===== config.mk =====
export PLATFORM = sky130hd
export DESIGN_NAME = particle_sensor_frame_parser_top
export DESIGN_NICKNAME = d
export VERILOG_FILES = /design/src/design/psfp_pkg.sv /design/src/design/psfp_frame.sv /design/src/design/psfp_div.sv /design/src/design/particle_sensor_frame_parser_top.sv
export SDC_FILE = /design/constraint.sdc
export NUM_CORES = 1
export LEC_CHECK = 0
export BUFFER_PORTS_ARGS = -buffer_cell sky130_fd_sc_hd__buf_2
export CAP_MARGIN = 10
export CORE_UTILIZATION = 45
export DETAILED_ROUTE_END_ITERATION = 7
export PLACE_DENSITY = 0.73
export SKIP_CTS_REPAIR_TIMING = 1
export SLEW_MARGIN = 5
export SYNTH_ARGS = -nofsm -noshare
export SYNTH_HDL_FRONTEND = slang
export SYNTH_SLANG_ARGS = --single-unit

===== constraint.sdc =====
create_clock -name clk_i -period 7.9 [get_ports clk_i]
set_input_delay 1.975 -clock clk_i [delete_from_list [all_inputs] [get_ports clk_i]]
set_output_delay 1.975 -clock clk_i [all_outputs]
set_load 0.01 [all_outputs]

===== src/design/psfp_pkg.sv =====
// Package for the particle sensor frame parser.
// Holds shared widths, protocol bytes, status codes and the frame result type.
// No dependencies.
package psfp_pkg;

  localparam int unsigned FRAME_LEN_DEF = 20;

  localparam int unsigned BYTE_W = 8;
  localparam int unsigned VAL_W  = 16;
  localparam int unsigned SUM_W  = 24;
  localparam int unsigned CNT_W  = 8;

  localparam logic [BYTE_W-1:0] SYNC_BYTE = 8'h16;
  localparam logic [BYTE_W-1:0] HEAD_ONE  = 8'h11;
  localparam logic [BYTE_W-1:0] HEAD_TWO  = 8'h0B;
  localparam logic [CNT_W-1:0]  COUNT_MAX = 8'hFF;

  // command codes
  localparam logic CMD_BYTE  = 1'b0;
  localparam logic CMD_CLEAR = 1'b1;

  typedef enum logic [1:0] {
    STATUS_VALID  = 2'd0,
    STATUS_HEADER = 2'd1,
    STATUS_CSUM   = 2'd2
  } frame_status_e;

  typedef struct packed {
    logic              done;
    frame_status_e     status;
    logic [VAL_W-1:0]  value;
  } frame_result_t;

endpackage


===== src/design/psfp_frame.sv =====
// Frame tracker and statistics registers of the particle sensor frame parser.
// Depends on psfp_pkg.
module psfp_frame #(
  parameter int unsigned FRAME_LEN = psfp_pkg::FRAME_LEN_DEF
) (
  input  logic                          clk_i,
  input  logic                          rst_ni,
  input  logic                          step_i,
  input  logic                          command_i,
  input  logic [psfp_pkg::BYTE_W-1:0]   rx_byte_i,
  output psfp_pkg::frame_result_t       result_o,
  output logic [psfp_pkg::SUM_W-1:0]    sum_o,
  output logic [psfp_pkg::VAL_W-1:0]    peak_o,
  output logic [psfp_pkg::CNT_W-1:0]    count_o
);

  localparam int unsigned PosW = $clog2(FRAME_LEN);
  localparam logic [PosW-1:0] PosLast = PosW'(FRAME_LEN - 1);
  localparam logic [PosW-1:0] PosHeadOne = PosW'(1);
  localparam logic [PosW-1:0] PosHeadTwo = PosW'(2);
  localparam logic [PosW-1:0] PosHigh = PosW'(5);
  localparam logic [PosW-1:0] PosLow = PosW'(6);

  logic [PosW-1:0]                 pos_q, pos_d;
  logic [psfp_pkg::BYTE_W-1:0]     check_q, check_d;
  logic                            hdr_q, hdr_d;
  logic [psfp_pkg::BYTE_W-1:0]     high_q, high_d;
  logic [psfp_pkg::BYTE_W-1:0]     low_q, low_d;
  logic [psfp_pkg::SUM_W-1:0]      sum_q, sum_d;
  logic [psfp_pkg::VAL_W-1:0]      peak_q, peak_d;
  logic [psfp_pkg::CNT_W-1:0]      count_q, count_d;

  logic                            active;
  logic                            last;
  logic [psfp_pkg::VAL_W-1:0]      value;
  psfp_pkg::frame_status_e         status;

  always_comb begin
    active = step_i && (command_i == psfp_pkg::CMD_BYTE) &&
             ((pos_q != '0) || (rx_byte_i == psfp_pkg::SYNC_BYTE));
    last   = (pos_q == PosLast);

    check_d = check_q + rx_byte_i;
    hdr_d   = hdr_q;
    if ((pos_q == PosHeadOne) && (rx_byte_i != psfp_pkg::HEAD_ONE)) begin
      hdr_d = 1'b0;
    end
    if ((pos_q == PosHeadTwo) && (rx_byte_i != psfp_pkg::HEAD_TWO)) begin
      hdr_d = 1'b0;
    end
    high_d = (pos_q == PosHigh) ? rx_byte_i : high_q;
    low_d  = (pos_q == PosLow) ? rx_byte_i : low_q;
    value  = {high_d, low_d};

    if (!hdr_d) begin
      status = psfp_pkg::STATUS_HEADER;
    end else if (check_d != '0) begin
      status = psfp_pkg::STATUS_CSUM;
    end else begin
      status = psfp_pkg::STATUS_VALID;
    end

    pos_d = pos_q + PosW'(1);
    if (last) begin
      pos_d   = '0;
      check_d = '0;
      hdr_d   = 1'b1;
      high_d  = '0;
      low_d   = '0;
    end

    sum_d   = sum_q;
    peak_d  = peak_q;
    count_d = count_q;
    if (step_i && (command_i == psfp_pkg::CMD_CLEAR)) begin
      sum_d   = '0;
      peak_d  = '0;
      count_d = '0;
    end else if (active && last && (status == psfp_pkg::STATUS_VALID)) begin
      if (count_q != psfp_pkg::COUNT_MAX) begin
        sum_d   = sum_q + psfp_pkg::SUM_W'(value);
        count_d = count_q + psfp_pkg::CNT_W'(1);
      end
      if (value > peak_q) begin
        peak_d = value;
      end
    end

    result_o.done   = active && last;
    result_o.status = (active && last) ? status : psfp_pkg::STATUS_VALID;
    result_o.value  = (active && last) ? value : '0;
  end

  always_ff @(posedge clk_i or negedge rst_ni) begin
    if (!rst_ni) begin
      pos_q   <= '0;
      check_q <= '0;
      hdr_q   <= 1'b1;
      high_q  <= '0;
      low_q   <= '0;
      sum_q   <= '0;
      peak_q  <= '0;
      count_q <= '0;
    end else begin
      if (active) begin
        pos_q   <= pos_d;
        check_q <= check_d;
        hdr_q   <= hdr_d;
        high_q  <= high_d;
        low_q   <= low_d;
      end
      sum_q   <= sum_d;
      peak_q  <= peak_d;
      count_q <= count_d;
    end
  end

  assign sum_o   = sum_q;
  assign peak_o  = peak_q;
  assign count_o = count_q;

endmodule


===== src/design/psfp_div.sv =====
// Restoring divider, one quotient bit per cycle, for the running average.
// Depends on psfp_pkg.
module psfp_div (
  input  logic                        clk_i,
  input  logic                        rst_ni,
  input  logic                        start_i,
  input  logic [psfp_pkg::SUM_W-1:0]  dividend_i,
  input  logic [psfp_pkg::CNT_W-1:0]  divisor_i,
  output logic                        done_o,
  output logic [psfp_pkg::VAL_W-1:0]  quotient_o
);

  localparam int unsigned StepW = $clog2(psfp_pkg::SUM_W);
  localparam logic [StepW-1:0] StepLast = StepW'(psfp_pkg::SUM_W - 1);

  logic                          busy_q;
  logic                          done_q;
  logic [StepW-1:0]              step_q;
  logic [psfp_pkg::CNT_W-1:0]    rem_q, rem_d;
  logic [psfp_pkg::SUM_W-1:0]    quo_q, quo_d;
  logic [psfp_pkg::CNT_W-1:0]    div_q;

  logic [psfp_pkg::CNT_W:0]      rem_sh;
  logic [psfp_pkg::CNT_W+1:0]    diff;

  // shift in the next dividend bit, subtract when it fits
  always_comb begin
    rem_sh = {rem_q, quo_q[psfp_pkg::SUM_W-1]};
    diff   = {1'b0, rem_sh} - {2'b00, div_q};
    if (!diff[psfp_pkg::CNT_W+1]) begin
      rem_d = diff[psfp_pkg::CNT_W-1:0];
      quo_d = {quo_q[psfp_pkg::SUM_W-2:0], 1'b1};
    end else begin
      rem_d = rem_sh[psfp_pkg::CNT_W-1:0];
      quo_d = {quo_q[psfp_pkg::SUM_W-2:0], 1'b0};
    end
  end

  always_ff @(posedge clk_i or negedge rst_ni) begin
    if (!rst_ni) begin
      busy_q <= 1'b0;
      done_q <= 1'b0;
      step_q <= '0;
    end else begin
      done_q <= 1'b0;
      if (start_i) begin
        busy_q <= 1'b1;
        step_q <= '0;
      end else if (busy_q) begin
        step_q <= step_q + StepW'(1);
        if (step_q == StepLast) begin
          busy_q <= 1'b0;
          done_q <= 1'b1;
        end
      end
    end
  end

  always_ff @(posedge clk_i) begin
    if (start_i) begin
      rem_q <= '0;
      quo_q <= dividend_i;
      div_q <= divisor_i;
    end else if (busy_q) begin
      rem_q <= rem_d;
      quo_q <= quo_d;
    end
  end

  // mean never exceeds the largest reading, so the low bits hold it all
  assign done_o     = done_q;
  assign quotient_o = quo_q[psfp_pkg::VAL_W-1:0];

endmodule


===== src/design/particle_sensor_frame_parser_top.sv =====
// Particle sensor frame parser, top level: one byte or clear in, one status
// transfer out per item. Depends on psfp_pkg, psfp_frame and psfp_div.
//
// Each input transfer carries either a received serial byte or a clear
// command. The parser hunts for sync byte 0x16, collects FRAME_LEN bytes,
// checks the 0x11/0x0B header and the zero 8-bit checksum, and on a good
// frame folds byte5*256+byte6 into a running sum, peak and saturating count.
// Every input transfer yields exactly one output transfer with the frame
// outcome (when the byte closed a frame) and the current average, peak and
// count. An item occupies the block from acceptance until the next item can
// be taken: the frame and statistics registers are updated, the divider is
// loaded, the bit-serial restoring divider forms sum/count for the average,
// and the output register is loaded. The output register holds a finished
// result while the next item is accepted; only when a second result is ready
// and the first is still stalled does the block wait for the output side.
module particle_sensor_frame_parser_top #(
  parameter int unsigned FRAME_LEN = psfp_pkg::FRAME_LEN_DEF
) (
  input  logic                        clk_i,
  input  logic                        rst_ni,
  input  logic                        in_valid_i,
  output logic                        in_stall_o,
  input  logic                        command_i,
  input  logic [psfp_pkg::BYTE_W-1:0] rx_byte_i,
  output logic                        out_valid_o,
  input  logic                        out_stall_i,
  output logic                        frame_done_o,
  output logic [1:0]                  frame_status_o,
  output logic [psfp_pkg::VAL_W-1:0]  reading_o,
  output logic [psfp_pkg::VAL_W-1:0]  average_o,
  output logic [psfp_pkg::VAL_W-1:0]  peak_o,
  output logic [psfp_pkg::CNT_W-1:0]  sample_count_o
);

  typedef enum logic [3:0] {
    ST_IDLE  = 4'b0001,
    ST_START = 4'b0010,
    ST_DIV   = 4'b0100,
    ST_HOLD  = 4'b1000
  } state_e;

  state_e                        state_q, state_d;

  logic                          in_xfer;
  logic                          out_xfer;
  logic                          out_free;
  logic                          load_out;

  psfp_pkg::frame_result_t       frame_res;
  psfp_pkg::frame_result_t       res_q;
  logic [psfp_pkg::SUM_W-1:0]    stat_sum;
  logic [psfp_pkg::VAL_W-1:0]    stat_peak;
  logic [psfp_pkg::CNT_W-1:0]    stat_count;

  logic                          div_start;
  logic                          div_done;
  logic [psfp_pkg::VAL_W-1:0]    div_quo;

  logic                          out_valid_q;
  psfp_pkg::frame_result_t       out_res_q;
  logic [psfp_pkg::VAL_W-1:0]    out_avg_q;
  logic [psfp_pkg::VAL_W-1:0]    out_peak_q;
  logic [psfp_pkg::CNT_W-1:0]    out_count_q;

  assign in_stall_o = (state_q != ST_IDLE);
  assign in_xfer    = in_valid_i && !in_stall_o;
  assign out_xfer   = out_valid_q && !out_stall_i;
  // output register is free if empty or being drained this cycle
  assign out_free   = !out_valid_q || !out_stall_i;
  assign div_start  = (state_q == ST_START);
  assign load_out   = ((state_q == ST_DIV) && div_done && out_free) ||
                      ((state_q == ST_HOLD) && out_free);

  // frame tracking and statistics update happen on the accepting edge
  psfp_frame #(
    .FRAME_LEN (FRAME_LEN)
  ) u_frame (
    .clk_i     (clk_i),
    .rst_ni    (rst_ni),
    .step_i    (in_xfer),
    .command_i (command_i),
    .rx_byte_i (rx_byte_i),
    .result_o  (frame_res),
    .sum_o     (stat_sum),
    .peak_o    (stat_peak),
    .count_o   (stat_count)
  );

  // stats are stable while the divider runs: no new item is taken then
  psfp_div u_div (
    .clk_i      (clk_i),
    .rst_ni     (rst_ni),
    .start_i    (div_start),
    .dividend_i (stat_sum),
    .divisor_i  (stat_count),
    .done_o     (div_done),
    .quotient_o (div_quo)
  );

  always_comb begin
    state_d = state_q;
    case (state_q)
      ST_IDLE: begin
        if (in_xfer) begin
          state_d = ST_START;
        end
      end
      ST_START: begin
        state_d = ST_DIV;
      end
      ST_DIV: begin
        if (div_done) begin
          state_d = out_free ? ST_IDLE : ST_HOLD;
        end
      end
      ST_HOLD: begin
        if (out_free) begin
          state_d = ST_IDLE;
        end
      end
      default: begin
        state_d = ST_IDLE;
      end
    endcase
  end

  always_ff @(posedge clk_i or negedge rst_ni) begin
    if (!rst_ni) begin
      state_q     <= ST_IDLE;
      out_valid_q <= 1'b0;
    end else begin
      state_q <= state_d;
      if (load_out) begin
        out_valid_q <= 1'b1;
      end else if (out_xfer) begin
        out_valid_q <= 1'b0;
      end
    end
  end

  // payload registers
  always_ff @(posedge clk_i) begin
    if (in_xfer) begin
      res_q <= frame_res;
    end
    if (load_out) begin
      out_res_q   <= res_q;
      // empty statistics report a zero mean
      out_avg_q   <= (stat_count == '0) ? '0 : div_quo;
      out_peak_q  <= stat_peak;
      out_count_q <= stat_count;
    end
  end

  assign out_valid_o    = out_valid_q;
  assign frame_done_o   = out_res_q.done;
  assign frame_status_o = out_res_q.status;
  assign reading_o      = out_res_q.value;
  assign average_o      = out_avg_q;
  assign peak_o         = out_peak_q;
  assign sample_count_o = out_count_q;

  // an accepted item always starts the divider on the next cycle
  assert property (@(posedge clk_i) disable iff (!rst_ni)
    in_xfer |=> (state_q == ST_START))
    else $error("accepted item did not launch the divider");

  // the divider only finishes while the sequencer waits for it
  assert property (@(posedge clk_i) disable iff (!rst_ni)
    div_done |-> (state_q == ST_DIV))
    else $error("divider finished outside the divide phase");

  // a new result only appears after a divide phase
  assert property (@(posedge clk_i) disable iff (!rst_ni)
    $rose(out_valid_q) |-> $past((state_q == ST_DIV) || (state_q == ST_HOLD)))
    else $error("result loaded without a finished divide");

  // the mean of the readings never exceeds their maximum
  assert property (@(posedge clk_i) disable iff (!rst_ni)
    out_valid_q |-> (out_avg_q <= out_peak_q))
    else $error("average exceeds peak");

  // no samples means a zero average
  assert property (@(posedge clk_i) disable iff (!rst_ni)
    (out_valid_q && (out_count_q == '0)) |-> (out_avg_q == '0))
    else $error("nonzero average with empty statistics");

endmodule


==> results_dict.tcl <==
set metrics [dict create \
    outcome "completed" \
    dp_cells 1284 \
    switching_share_pct 34.8 \
    p_int_mw 2.48 \
    crit_path_max_fanout 19 \
    p_leak_nw 5.10 \
    hold_viol_final 0 \
    cts_made_buffers 22 \
    vias 7439 \
    cts.sinks 208 \
    clk_pin_slew_worst_paths_ns 0.07 \
    placed_area_mm2 0.0111 \
    r2r_cells 11 \
    finalWorstSetupSlack_ns 2.94 \
    synth_nets 1029 \
    drc 0 \
    min_from "res_q[1]" \
    grt.total_usage_pct 19.3 \
    start_kind "primary input" \
    synth_area_leaders "edfxtp_1 (32%), dfrtp_1 (21%), ha_1 (6.5%)" \
    period_share_pct 62.8 \
    synthToLayoutAreaGrowth_pct 13.0 \
    ys_warn_count 0 \
    antenna_found_initial 0 \
    p_sw_mw 1.33 \
    hold_depth 0 \
    avgSynthCellArea_um2 10.9 \
    ys_seq_area_share_pct 54.7 \
    yosysTopAreaCell "edfxtp_1" \
    drtAntennaViolNets 0 \
    hold_slack_ns 0.422 \
    async_flop_share_pct 43.3 \
    dpl_worst_slack_ns 2.48 \
    antenna_cells 0 \
    pin_count 74 \
    p_seq_share_pct 40.0 \
    drtIter0Drc 537 \
    wire_per_inst_um 17.4 \
    finalClockSkew_ns 0.0285 \
    worstMarginPinSlew_ns 1.16 \
    place_congestion 0.854 \
    yosys-top-cells-count "nand2_1 (142), edfxtp_1 (110), dfrtp_1 (88), inv_1 (61), ha_1 (54)" \
    syn_area_mm2 0.0105 \
    combPwrFrac_pct 32.5 \
    r2r_slack_ns 3.28 \
    setup_viol 0 \
    r2r_start "u_frame.pos_q[2]" \
    initial_utilization_pct 46.0 \
    slew_violations 0 \
    syn_inst 959 \
    core_mm2 0.0227 \
    pwr-share-clk_pct 27.5 \
    netlist-cell-type-count 70 \
    hold_path_end "reading_o[1]" \
    port_buffers 73 \
    hp-class "reg -> reg" \
    critPathKind "in -> reg" \
    postLayoutCoreUtil_pct 52.0 \
    critPathMaxStageDelay_ns 0.72 \
    required_ns 8.26 \
    nets 1093 \
    yosysMostFrequentCell "nand2_1" \
    end_kind "flip-flop" \
    dieArea_mm2 0.0238 \
    synth-edff-count 110 \
    reg2reg_to "u_frame.peak_o[2]" \
    tns_ns 0 \
    wl_um 23100 \
    cts_tree "yes" \
    final_area_mm2 0.0118 \
    synth_flop_cell "edfxtp_1" \
    cts_htree_levels 1 \
    clockRootBuffer "clkbuf_16" \
    rsz0062_at_grt "false" \
    worstPathArrival_ns 5.33 \
    ir_drop_uv 321 \
    grt_max_degree 60 \
    drive_above_1_share_pct 14.6 \
    drtPass1Iterations 5 \
    dieWidth_um 154 \
    crit_path_top_delay_cell "and2_1" \
    grt.overflow.total 0 \
    clk_path_buf_depth 3 \
    power_density_mw_per_mm2 322 \
    min_period_ns 4.96 \
    timing.fmax_mhz 201 \
    cp_cell_sequence "buf_2 -> ha_1 -> a211o_1 -> a21o_1 -> a2111oi_2 -> o2111a_1 -> o211a_1 -> and2_1 -> a211oi_1" \
    first_global_vias 7094 \
    synth-seq-cells 208 \
    die_y_um 154 \
    instances_no_fill 1324 \
    grt_pass1_wl_um 36900 \
    slew_headroom_pct 22.5 \
    maxCapViolCount 0 \
    finalPower_mw 3.81 \
    clk_latency_ns 0.52 \
    rows 55 \
    dp_hpwl_um 16000 \
    synth_top_area_share_pct 31.6 \
    viasPerCell 5.62 \
]
==> area by class of cell <==
cell class                      count  area, um^2
Clock buffer                       27         579
Clock inverter                     13         158
Fill cell                        1969       10900
Inverter                           62         238
Multi-Input combinational cell    649        4340
Sequential cell                   208        5720
Tap cell                          285         357
Timing Repair Buffer               80         420
==> registers in the layout (all words and copies together) (netlist names), 8 cells and up <==
register	flops
u_div.quo_q	24
sample_count_o	8
u_frame.high_q	8
u_div.div_q	8
reading_o	16
u_div.rem_q	8
average_o	16
u_frame.sum_o	24
u_frame.count_o	8
u_frame.check_q	8
u_frame.low_q	8
peak_o	16
res_q	19
u_frame.peak_o	16
==> layout by cell type (no fill, tap or decap), types with 11 or more instances in the layout <==
cell and instances:
buf_2 72, clkbuf_16 22, nor3_1 12, and2_1 19, nand3_1 26, a21oi_1 46
nand2_1 142, mux2i_1 26, dfrtp_1 88, o31ai_1 19, o211ai_1 11, inv_1 61
nor2_1 51, o21ai_0 53, ha_1 54, nor3b_1 11, o21a_1 11, edfxtp_1 110
==> logic make-up (layout without fill, tap and decap cells) <==
| group | after synthesis | count (layout) | share of synthesized area (%) |
|---|---|---|---|
| simple gates | 327 | 327 | 15.2 |
| fa+ha+maj | 57 | 57 | 7.04 |
| mux | 30 | 30 | 2.92 |
| xor+xnor | 18 | 18 | 1.51 |
| buf+inv | 102 | 182 | 4.07 |
| compound gates | 217 | 217 | 14.5 |
| flops | 208 | 208 | 54.7 |
==> layer usage <==
layer,vias up,wire length [um],GRT usage [%]
met4,0,491,6.08
met5,-,0,0
met3,37,1320,2.72
li1,3597,-,-
met1,3597,10700,27.7
met2,208,10600,30.4
==> worst max-delay path, delay by kind of cell <==
family | cells | cell delay, ns
fa+ha+maj | 1 | 0.30
buf+inv | 1 | 0.16
simple gates | 1 | 0.72
compound gates | 6 | 2.16
==> worst max path at each step <==
stage                 startpoint  slack, ns           endpoint
detailed placement  rx_byte_i[1]       2.48  u_frame.peak_o[0]
CTS                 rx_byte_i[1]       3.01  u_frame.peak_o[2]
floorplan            out_stall_i       2.54       average_o[0]
global route        rx_byte_i[1]       2.72  u_frame.peak_o[5]
global placement    rx_byte_i[1]       2.58  u_frame.peak_o[2]
finish              rx_byte_i[1]       2.94  u_frame.peak_o[2]
==> power groups by stage <==
| stage | registers [mW] | logic, mW | clock network, mW |
|---|---|---|---|
| 2_1_floorplan | 1.49 | 0.950 | 0 |
| 3_3_place_gp | 1.54 | 1.18 | 0 |
| 3_5_place_dp | 1.54 | 1.21 | 0 |
| 4_1_cts | 1.52 | 1.23 | 1.07 |
| 5_1_grt | 1.55 | 1.38 | 1.11 |
| 6_report | 1.52 | 1.24 | 1.05 |
Power figures use the tool's default switching activity.
